===== src/rtl/tdq_pkg.sv =====
// Shared constants and types of the TPDF dither quantiser.
package tdq_pkg;

    // Input format and fixed-point alignment.
    localparam int INPUT_FRAC_BITS = 8;
    localparam int SAMPLE_W        = 32;
    localparam int GAIN_W          = 16;
    localparam int GAIN_FRAC       = 14;
    localparam int DITHER_W        = 16;
    localparam int DITHER_FRAC     = 16;
    localparam int PCM_W           = 16;
    localparam int PROD_W          = SAMPLE_W + GAIN_W + 1;
    localparam int PROD_FRAC       = INPUT_FRAC_BITS + GAIN_FRAC;
    localparam int SUM_FRAC        = (PROD_FRAC > DITHER_FRAC) ? PROD_FRAC : DITHER_FRAC;
    localparam int PROD_SHIFT      = SUM_FRAC - PROD_FRAC;
    localparam int DITHER_SHIFT    = SUM_FRAC - DITHER_FRAC;

    // Gain register reset value, about 0.7071 in Q2.14.
    localparam logic [GAIN_W-1:0] GAIN_RESET = 16'd11585;

    // Linear congruential generator, one step and two folded steps.
    localparam logic [31:0] LCG_MUL  = 32'd1664525;
    localparam logic [31:0] LCG_ADD  = 32'd1013904223;
    localparam logic [31:0] LCG_SEED = 32'h1234_5678;
    localparam logic [31:0] LCG_MUL2 = 32'(64'(LCG_MUL) * 64'(LCG_MUL));
    localparam logic [31:0] LCG_ADD2 = 32'(64'(LCG_MUL) * 64'(LCG_ADD) + 64'(LCG_ADD));

    // Work item handed from the front end to the back end.
    typedef struct packed {
        logic signed [PROD_W-1:0] product;
        logic [DITHER_W-1:0]      dither_a;
        logic [DITHER_W-1:0]      dither_b;
        logic                     end_of_block;
    } tdq_item_t;

endpackage


===== src/rtl/tdq_queue.sv =====
// Two-entry queue that decouples the front end from the back end.
module tdq_queue (
    input  logic              clk,
    input  logic              rst_n,
    input  logic              wr_en,
    input  tdq_pkg::tdq_item_t wr_item,
    output logic              full,
    input  logic              rd_en,
    output tdq_pkg::tdq_item_t rd_item,
    output logic              empty
);
    import tdq_pkg::*;

    tdq_item_t  entry_reg [2];
    logic       wr_ptr_reg;
    logic       wr_ptr_next;
    logic       rd_ptr_reg;
    logic       rd_ptr_next;
    logic [1:0] count_reg;
    logic [1:0] count_next;
    logic       do_wr;
    logic       do_rd;

    // Status and pointer updates.
    always_comb
    begin
        full        = (count_reg == 2'd2);
        empty       = (count_reg == 2'd0);
        do_wr       = wr_en && !full;
        do_rd       = rd_en && !empty;
        wr_ptr_next = do_wr ? !wr_ptr_reg : wr_ptr_reg;
        rd_ptr_next = do_rd ? !rd_ptr_reg : rd_ptr_reg;
        count_next  = count_reg + {1'b0, do_wr} - {1'b0, do_rd};
    end

    // Control registers.
    always_ff @(posedge clk or negedge rst_n)
    begin
        if (!rst_n)
        begin
            wr_ptr_reg <= 1'b0;
            rd_ptr_reg <= 1'b0;
            count_reg  <= 2'd0;
        end
        else
        begin
            wr_ptr_reg <= wr_ptr_next;
            rd_ptr_reg <= rd_ptr_next;
            count_reg  <= count_next;
        end
    end

    // Entry storage.
    always_ff @(posedge clk)
    begin
        if (do_wr)
        begin
            entry_reg[wr_ptr_reg] <= wr_item;
        end
    end

    assign rd_item = entry_reg[rd_ptr_reg];

endmodule


===== src/rtl/tdq_front.sv =====
// Front end: accepts samples, applies the gain and draws the dither values.
module tdq_front (
    input  logic                                clk,
    input  logic                                rst_n,
    input  logic                                push,
    input  logic                                q_full,
    input  logic signed [tdq_pkg::SAMPLE_W-1:0] sample_in,
    input  logic                                end_of_block,
    input  logic                                cfg_we,
    input  logic [tdq_pkg::GAIN_W-1:0]          gain_scale,
    output logic                                q_push,
    output tdq_pkg::tdq_item_t                  q_item
);
    import tdq_pkg::*;

    logic [GAIN_W-1:0]          gain_reg;
    logic [31:0]                lcg_reg;
    logic [31:0]                lcg_next;
    logic [31:0]                draw1;
    logic signed [GAIN_W:0]     gain_signed;

    // Accept a transaction whenever the queue has room.
    assign q_push = push && !q_full;

    // Both LCG draws come straight from the current state, so the two steps
    // fold into one affine update of the state register.
    always_comb
    begin
        draw1       = lcg_reg * LCG_MUL + LCG_ADD;
        lcg_next    = lcg_reg * LCG_MUL2 + LCG_ADD2;
        gain_signed = signed'({1'b0, gain_reg});

        q_item.product      = PROD_W'(sample_in) * PROD_W'(gain_signed);
        q_item.dither_a     = draw1[23:8];
        q_item.dither_b     = lcg_next[23:8];
        q_item.end_of_block = end_of_block;
    end

    // Gain register and generator state.
    always_ff @(posedge clk or negedge rst_n)
    begin
        if (!rst_n)
        begin
            gain_reg <= GAIN_RESET;
            lcg_reg  <= LCG_SEED;
        end
        else
        begin
            if (cfg_we)
            begin
                gain_reg <= gain_scale;
            end
            if (q_push)
            begin
                lcg_reg <= lcg_next;
            end
        end
    end

endmodule


===== src/rtl/tdq_back.sv =====
// Back end: adds the dither, rounds half to even, saturates and holds the result.
module tdq_back (
    input  logic                             clk,
    input  logic                             rst_n,
    input  logic                             q_empty,
    input  tdq_pkg::tdq_item_t               q_item,
    output logic                             q_pop,
    output logic                             empty,
    input  logic                             pop,
    output logic signed [tdq_pkg::PCM_W-1:0] pcm_out,
    output logic                             end_of_block_out
);
    import tdq_pkg::*;

    localparam int SUM_W = PROD_W + PROD_SHIFT + 1;
    localparam int QW    = SUM_W - SUM_FRAC;

    localparam logic [SUM_FRAC-1:0] HALF    = {1'b1, {(SUM_FRAC-1){1'b0}}};
    localparam logic signed [QW:0]  PCM_MAX = (QW+1)'(32767);
    localparam logic signed [QW:0]  PCM_MIN = -(QW+1)'(32768);

    logic                      out_valid_reg;
    logic                      out_valid_next;
    logic signed [PCM_W-1:0]   pcm_reg;
    logic signed [PCM_W-1:0]   pcm_next;
    logic                      eob_reg;
    logic signed [DITHER_W:0]  dither;
    logic signed [SUM_W-1:0]   prod_ext;
    logic signed [SUM_W-1:0]   dith_ext;
    logic signed [SUM_W-1:0]   sum;
    logic signed [QW-1:0]      quot;
    logic [SUM_FRAC-1:0]       rem;
    logic                      round_up;
    logic signed [QW:0]        rounded;

    // Take the queue head whenever the output stage is free or being emptied.
    assign q_pop = !q_empty && (!out_valid_reg || pop);

    // Exact sum, floor quotient, ties-to-even rounding and saturation.
    always_comb
    begin
        dither   = signed'({1'b0, q_item.dither_a}) - signed'({1'b0, q_item.dither_b});
        prod_ext = SUM_W'(q_item.product) <<< PROD_SHIFT;
        dith_ext = SUM_W'(dither) <<< DITHER_SHIFT;
        sum      = prod_ext + dith_ext;
        quot     = sum[SUM_W-1:SUM_FRAC];
        rem      = sum[SUM_FRAC-1:0];
        round_up = (rem > HALF) || ((rem == HALF) && quot[0]);
        rounded  = (QW+1)'(quot) + signed'({{QW{1'b0}}, round_up});
        if (rounded > PCM_MAX)
        begin
            pcm_next = PCM_W'(PCM_MAX);
        end
        else if (rounded < PCM_MIN)
        begin
            pcm_next = PCM_W'(PCM_MIN);
        end
        else
        begin
            pcm_next = rounded[PCM_W-1:0];
        end

        if (q_pop)
        begin
            out_valid_next = 1'b1;
        end
        else if (pop)
        begin
            out_valid_next = 1'b0;
        end
        else
        begin
            out_valid_next = out_valid_reg;
        end
    end

    // Output stage valid flag.
    always_ff @(posedge clk or negedge rst_n)
    begin
        if (!rst_n)
        begin
            out_valid_reg <= 1'b0;
        end
        else
        begin
            out_valid_reg <= out_valid_next;
        end
    end

    // Output stage payload.
    always_ff @(posedge clk)
    begin
        if (q_pop)
        begin
            pcm_reg <= pcm_next;
            eob_reg <= q_item.end_of_block;
        end
    end

    assign empty            = !out_valid_reg;
    assign pcm_out          = pcm_reg;
    assign end_of_block_out = eob_reg;

endmodule


===== src/rtl/tpdf_dither_quantizer.sv =====
// Top level of the TPDF dither quantiser.
//
// Usage:
// The input side is a queue write port: a transaction is taken at a rising
// edge with push high and full low, carrying sample_in (signed, eight
// fractional bits) and end_of_block. The result side is a queue read port:
// while empty is low, pcm_out and end_of_block_out show the oldest result,
// which is removed at a rising edge with pop high.
// Each sample is scaled by gain_scale (Q2.14), triangular dither is added,
// and the sum is rounded half to even and saturated to 16 bits.
// gain_scale is loaded at any edge with cfg_we high; change it only when idle.
// Flow: a result passes through a queue entry and then the output register
// before it shows on the outputs. One sample is accepted every cycle while
// full is low; the front end's two parallel LCG multipliers advance the
// generator by two draws in a single update.
// Reset: the gain returns to about 0.7071, the generator to its seed, and
// the queue and the output register are emptied.
// Stalls: when pop is held low the result holds; the two-entry queue between
// front and back end absorbs two more samples before full rises.
module tpdf_dither_quantizer (
    input  logic                                clk,
    input  logic                                rst_n,
    input  logic                                push,
    output logic                                full,
    input  logic signed [tdq_pkg::SAMPLE_W-1:0] sample_in,
    input  logic                                end_of_block,
    output logic                                empty,
    input  logic                                pop,
    output logic signed [tdq_pkg::PCM_W-1:0]    pcm_out,
    output logic                                end_of_block_out,
    input  logic                                cfg_we,
    input  logic [tdq_pkg::GAIN_W-1:0]          gain_scale
);
    import tdq_pkg::*;

    logic      q_push;
    logic      q_pop;
    logic      q_full;
    logic      q_empty;
    tdq_item_t wr_item;
    tdq_item_t rd_item;

    assign full = q_full;

    // Front end.
    tdq_front u_front (
        .clk          (clk),
        .rst_n        (rst_n),
        .push         (push),
        .q_full       (q_full),
        .sample_in    (sample_in),
        .end_of_block (end_of_block),
        .cfg_we       (cfg_we),
        .gain_scale   (gain_scale),
        .q_push       (q_push),
        .q_item       (wr_item)
    );

    // Decoupling queue.
    tdq_queue u_queue (
        .clk     (clk),
        .rst_n   (rst_n),
        .wr_en   (q_push),
        .wr_item (wr_item),
        .full    (q_full),
        .rd_en   (q_pop),
        .rd_item (rd_item),
        .empty   (q_empty)
    );

    // Back end.
    tdq_back u_back (
        .clk              (clk),
        .rst_n            (rst_n),
        .q_empty          (q_empty),
        .q_item           (rd_item),
        .q_pop            (q_pop),
        .empty            (empty),
        .pop              (pop),
        .pcm_out          (pcm_out),
        .end_of_block_out (end_of_block_out)
    );

endmodule


===== config.mk =====
export PLATFORM = sky130hd
export DESIGN_NAME = tpdf_dither_quantizer
export DESIGN_NICKNAME = d
export VERILOG_FILES = /design/src/rtl/tdq_pkg.sv /design/src/rtl/tdq_queue.sv /design/src/rtl/tdq_front.sv /design/src/rtl/tdq_back.sv /design/src/rtl/tpdf_dither_quantizer.sv
export SDC_FILE = /design/constraint.sdc
export NUM_CORES = 2
export LEC_CHECK = 0
export ABC_AREA = 0
export CAP_MARGIN = 30
export CORE_MARGIN = 3
export CORE_UTILIZATION = 50
export DETAILED_ROUTE_END_ITERATION = 7
export DONT_BUFFER_PORTS = 1
export PLACE_DENSITY = 0.66
export SLEW_MARGIN = 20
export SYNTH_ARGS = -nofsm -noshare
export SYNTH_HDL_FRONTEND = slang
export SYNTH_SLANG_ARGS = --single-unit

===== constraint.sdc =====
create_clock -name clk -period 16.3 [get_ports clk]
set_input_delay 3.26 -clock clk [delete_from_list [all_inputs] [get_ports clk]]
set_output_delay 3.26 -clock clk [all_outputs]
set_load 0.01 [all_outputs]

=== Yosys cells after proc, flatten, opt, wreduce, memory -nomap -nowiden ===
Memories as Yosys holds them, arrays and structs flattened.
Cells that the tools add are included.

* RAM bits: 164
* Register bits after elaboration: 70
* Memory bits (read-only): 0
* Word-level logic and storage cells: 43
* Bits in latches: 0
* Memories: 1

{| class="wikitable"
|+ Memories
! memory !! words !! bits a word !! rd ports !! clocked after memory_dff !! wr ports !! line !! text
|-
| u_queue.entry_reg || 2 || 82 || 1 || 0 || 1 || tdq_queue.sv:14 || <nowiki>tdq_item_t entry_reg [2];</nowiki>
|}

* Add/sub/neg operators: 7
* Reduce and logical (&&, ||, !) cells: 14
* Bitwise gates (word level): 0
* Div/mod/pow operators: 0
* Shift-type cells: 0
* Magnitude comparators: 3
* $mul: 3
* Muxes and demuxes: 5
* Eq/ne operators: 2

{| class="wikitable"
|+ Operator list
! operator !! number
|-
| $add A49 B23 Y50 || 1
|-
| $mul A32 B17 Y49 || 1
|-
| $add A32 B31 Y32 const B || 1
|-
| $mul A32 B21 Y24 const B || 1
|-
| $mul A32 B29 Y32 const B || 1
|-
| $add A28 B2 Y29 || 1
|-
| $gt A29 B16 Y1 const B || 1
|-
| $lt A29 B16 Y1 const B || 1
|-
| $add A24 B23 Y24 const B || 1
|-
| $eq A22 B22 Y1 const B || 1
|-
| $gt A22 B22 Y1 const B || 1
|-
| $sub A16 B16 Y17 || 1
|-
| $mux W16 || 1
|-
| $logic_and A1 B1 Y1 || 5
|-
| $logic_not A1 Y1 || 5
|-
| $mux W1 || 4
|-
| $add A2 B1 Y2 || 1
|-
| $eq A2 B2 Y1 const B || 1
|-
| $logic_not A2 Y1 || 1
|-
| $logic_or A1 B1 Y1 || 2
|-
| $reduce_bool A2 Y1 || 1
|-
| $sub A2 B1 Y2 || 1
|}

=== Longest topological paths before layout ===
An unclocked memory read counts as a cell.

* Depth in word-level cells: 9
* Depth in mapped cells: 39
* Depth with buffers taken out: 34

=== Hierarchy ===
Synthesis repeated with hierarchy kept, for this count alone.

* Cell total of the unflattened synthesis: 4055
* Area, all modules: 39530.4 um^2

{| class="wikitable"
|+ Modules (own cells, without submodules)
! module !! cells each !! area an instance (um^2) !! sequential area each (um^2) !! instances
|-
| tdq_front || 3078 || 28021.9 || 997.2 || 1
|-
| tdq_queue || 273 || 6465.0 || 5024.8 || 1
|-
| tdq_back || 704 || 5043.6 || 535.5 || 1
|}

=== Least setup slack after synthesis ===
Ideal clock, no wire load.

* Path kind: in2reg
* Start: in sample_in[10] (netlist name)
* End: mem u_queue.entry_reg[0][81] (netlist name) (data pin)
* Data required time: 16.036 ns
* Path buffers: 1
* Stages on the path: 25
* Arrival: 9.855 ns
* Slack: 6.180 ns
* Path through: clkbuf_1 > nand2_1 > fa_1 > inv_1 > fa_1 > inv_1 > fa_1 > fa_1 > fa_1 > inv_1 > fa_1 > ha_1 > a21o_1 > a21o_1 > a21o_1 > a221o_1 > a221oi_1 > o211ai_1 > a22oi_1 > nand2_1 > and3_1 > or3_1 > a31o_2 > a21oi_1 > xnor2_1

{| class="wikitable"
|+ RTL lines
! element !! line !! text
|-
| start, declared || tpdf_dither_quantizer.sv:25 || <nowiki>input logic signed [tdq_pkg::SAMPLE_W-1:0] sample_in,</nowiki>
|-
| end, declared || tdq_queue.sv:14 ||
|}

=== Final worst setup path ===
* Start: reg u_queue.rd_ptr_reg
* End: reg u_back.pcm_reg[7] (netlist: u_back.pcm_out[7]) (data pin)

* Cells in the longest elaborated chain, start to end: 9
* Elaborated cells on any way between the ends: 11
* Classes of those cells: add/sub (3); order compare (3); eq/ne (1); mux (1); reduce/logical (2); memory (1)

{| class="wikitable"
|+ RTL lines
! element !! line !! text
|-
| start, declared || tdq_queue.sv:17 || <nowiki>logic rd_ptr_reg;</nowiki>
|-
| start signal, assigned || tdq_queue.sv:48 || <nowiki>rd_ptr_reg <= rd_ptr_next;</nowiki>
|-
| $mem_v2 Z2 W82 (*) || -- ||
|-
| $sub A16 B16 Y17 || tdq_back.sv:42 || <nowiki>dither = signed'({1'b0, q_item.dither_a}) - signed'({1'b0, q_item.dither_b});</nowiki>
|-
| $add A49 B23 Y50 (*) || tdq_back.sv:45 || <nowiki>sum = prod_ext + dith_ext;</nowiki>
|-
| branches (longest 3 deep; another with $gt A22 B22 Y1) || -- ||
|-
| $add A28 B2 Y29 (*) || tdq_back.sv:49 || <nowiki>rounded = (QW+1)'(quot) + signed'({{QW{1'b0}}, round_up});</nowiki>
|-
| $lt A29 B16 Y1 || tdq_back.sv:54 || <nowiki>else if (rounded < PCM_MIN)</nowiki>
|-
| $mux W16 || tdq_back.sv:54 ||
|-
| end signal, assigned || tdq_back.sv:95 || <nowiki>pcm_reg <= pcm_next;</nowiki>
|-
| end, declared || tdq_back.sv:24 || <nowiki>logic signed [PCM_W-1:0] pcm_reg;</nowiki>
|}

Mark *: on every way between the ends.
A chain may end at the register's enable or synchronous reset.

==> summary.txt <==
STA
  • Period minus WS final: 9.987 ns
  • Slew @ Worst Pin: 0.9590 ns
  • Final setup vio count: 0
  • Endpoints failing hold: 0
  • Skew final: 0.05007 ns
  • Slew Viols, Final: 0
  • Highest clock rate: 100.1 MHz
  • Setup ws final: 6.313 ns
  • Setup_tns: 0 ns
  • RSZ-0062 raised after global routing: no
  • Fin crit share: 0.6127
  • Max-slew headroom: 0.3585

CTS
  • Sink Count: 225
  • CTS resizes: 0
  • H-tree lvl count: 1
  • CTS max path bufs: 3
  • CTS Root Cell: clkbuf_16
  • Setup bufs post-CTS: 0
  • Num CTS Buffers: 27
  • Clk slew on worst S/H paths: 0.06 ns
  • CTS tree: done
  • Hold Buf Count CTS: 0
  • Clock latency on the worst-skew pair: a little under 0.6 ns

Flow run
  • Number of max-cap violations: 0

Synthesis
  • Post-Syn Area: 38,270 um2
  • Ys async rst share: 0.1956
  • Synth top area share: 0.3348
  • Top cells by area, synth: fa_1, edfxtp_1, ha_1, inv_1, nand2_1
  • Synthesized flop and latch total: 225
  • Yosys top cell by area: fa_1
  • Avg Cell Area, Syn: roughly 10 um2
  • Post-Syn Instances: 3,860
  • Post-synth EDFFs: 181
  • Yosys warns: 0
  • Distinct cells, synth: 97
  • Seq/Total Area, Yosys: 0.1714
  • Primary FF master, synth: edfxtp_1
  • Most frequent cells after synthesis: inv_1, fa_1, ha_1
  • Most instantiated library cell after synthesis: inv_1

Routing
  • Vias per std cell: 5.284
  • Iter 0 DRT Violations: 1,460
  • First-pass detailed-route iteration total: 5
  • DRC violations left: 0
  • DR vias: around 25,000
  • Routed WL per cell: 17.58 um
  • Antenna-violating nets left: 0
  • Final WL: 84,150 um

Layout
  • Filler cells: around 6,800
  • Max reg flops: ~160
  • Syn-to-layout area delta: 4.568%
  • Share of cells above drive strength 1: 0.06106
  • Nets@finish: 4,891
  • Post-Layout Cell Count: 4,786

Worst setup path
  • Max incr delay on CP: between 0.9 and 1 ns
  • Most used cell, CP: a21oi_1
  • Startpoint Class: flip-flop
  • Critical path class: flip-flop to flip-flop
  • Crit-path max FO: roughly 50
  • Crit path capture type: flip-flop
  • Worst Path Arrival: around 10 ns
  • Worst Path Required: 16.54 ns
  • Critical Path Slowest Stage Cell: o41ai_4

Placed design
  • Final GP Congestion: 0.9124
  • Placed instance count: ~4,700
  • Pre-CTS setup slack: around 6 ns
  • IO Port Bufs: 0
  • DPL Wire Length: 69,780 um

Floorplan
  • Initial core utilization: 0.5097
  • Die Y: 282.6 um
  • Row count: 100
  • Num ports: 73
  • Core outline area: 75,070 um2
  • Die width: ~280 um
  • Die area: 79,890 um2

Global route
  • Wire length of the first global-routing pass: 139,500 um
  • Antenna violations before repair: 0
  • Largest net degree at the start of global routing: 51
  • Vias in the first global route: 26,371
  • Tot GR Track Use: 0.2180
  • Gr ovfl total: 0

Worst hold path
  • Hold Crit Class: flip-flop to flip-flop

Status
  • Run status: complete, no violations
-- logic make-up (layout without fill, tap and decap cells) --
| family | count (synthesis) | in the layout | share of synthesized area |
|---|---|---|---|
| DFF | 225 | 225 | 0.1714 |
| muxes | 107 | 107 | 0.03083 |
| and+or+nand+nor | 904 | 904 | 0.1183 |
| adders and majority gates | 1042 | 1042 | 0.4663 |
| AOI/OAI and AO/OA | 389 | 389 | 0.06873 |
| other | 2 | 10 | 0.0001963 |
| buffers and inverters | 1004 | 953 | 0.1013 |
| xor gates and xnor gates | 187 | 187 | 0.04300 |
-- cell usage in the layout (no fill, tap or decap), types with 13 or more instances in the layout --
| cell | n |
|---|---|
| and2_1 | 220 |
| nor2b_1 | 15 |
| o21bai_1 | 20 |
| nor2_1 | 101 |
| nand2_1 | 391 |
| fa_1 | 640 |
| edfxtp_1 | 181 |
| dfrtp_1 | 26 |
| ha_1 | 402 |
| mux2_2 | 87 |
| dfstp_2 | 17 |
| clkbuf_16 | 27 |
| nand3_1 | 30 |
| mux2i_1 | 20 |
| o21ai_0 | 70 |
| xnor2_1 | 141 |
| a31oi_1 | 19 |
| and3_1 | 16 |
| a21o_1 | 55 |
| xor2_1 | 45 |
| a21oi_1 | 107 |
| nand2b_1 | 16 |
| inv_1 | 884 |
| nor3_1 | 25 |
| buf_4 | 14 |
| o21a_1 | 20 |
| or3_1 | 13 |
-- worst max-delay path, delay by kind of cell, from the launching register on --
kind | cells | cell delay, ns
AOI/OAI and AO/OA | 23 | 4.96
and+or+nand+nor | 4 | 1.12
buffers and inverters | 3 | 1.01
adders and majority gates | 3 | 0.97
DFF | 1 | 0.72
xor gates and xnor gates | 1 | 0.50
muxes | 1 | 0.30
-- path summary, 6_finish.rpt --
kind	startpoint	end	slack (ns)	cells after the start
min	u_queue.count_reg[1]	u_queue.count_reg[1]	0.51	1
max	u_queue.rd_ptr_reg	u_back.pcm_out[7]	6.31	35
min reg2reg	u_queue.count_reg[1]	u_queue.count_reg[1]	0.51	1
min in group asynchronous	rst_n	u_front.gain_reg[9]	2.38	0
max in group asynchronous	rst_n	u_front.lcg_reg[18]	13.64	0
max reg2reg	u_queue.rd_ptr_reg	u_back.pcm_out[7]	6.31	35
-- stage by stage --
stage | hold WS (ns) | utilization | instance area (um2)
floorplan | 0.4539 | - | 38290
global placement | 0.4911 | 0.5207 | 39090
detailed placement | 0.4966 | 0.5215 | 39150
CTS | 0.5091 | 0.5330 | 40010
global route | 0.5315 | 0.5330 | 40010
finish | 0.5058 | 0.5330 | 40010
-- cell type report --
| class | count | area, um2 | area share |
|---|---|---|---|
| multi-input cells | 2638 | 27890 | 0.6969 |
| flip-flops and latches | 225 | 6561 | 0.1640 |
| inverters | 885 | 3322 | 0.08302 |
| well taps | 969 | 1212 | 0.03030 |
| clock buffers | 39 | 750.7 | 0.01876 |
| repair buffers | 18 | 165.2 | 0.004127 |
| clock inverters | 11 | 113.9 | 0.002845 |
| diodes | 1 | 2.502 | 0.00006254 |
-- layer usage --
metal  track usage  wire length [um]  up-vias
met5             0                 0        -
met4       0.03275              1211        0
met3       0.02377              4191       82
met2        0.3570             39200      567
met1        0.3209             39540    12736
li1              -                 -    11904
Power is left out: the tool's default activity adds up to more than one toggle a clock period on the data nets, which glitch-free logic cannot reach.
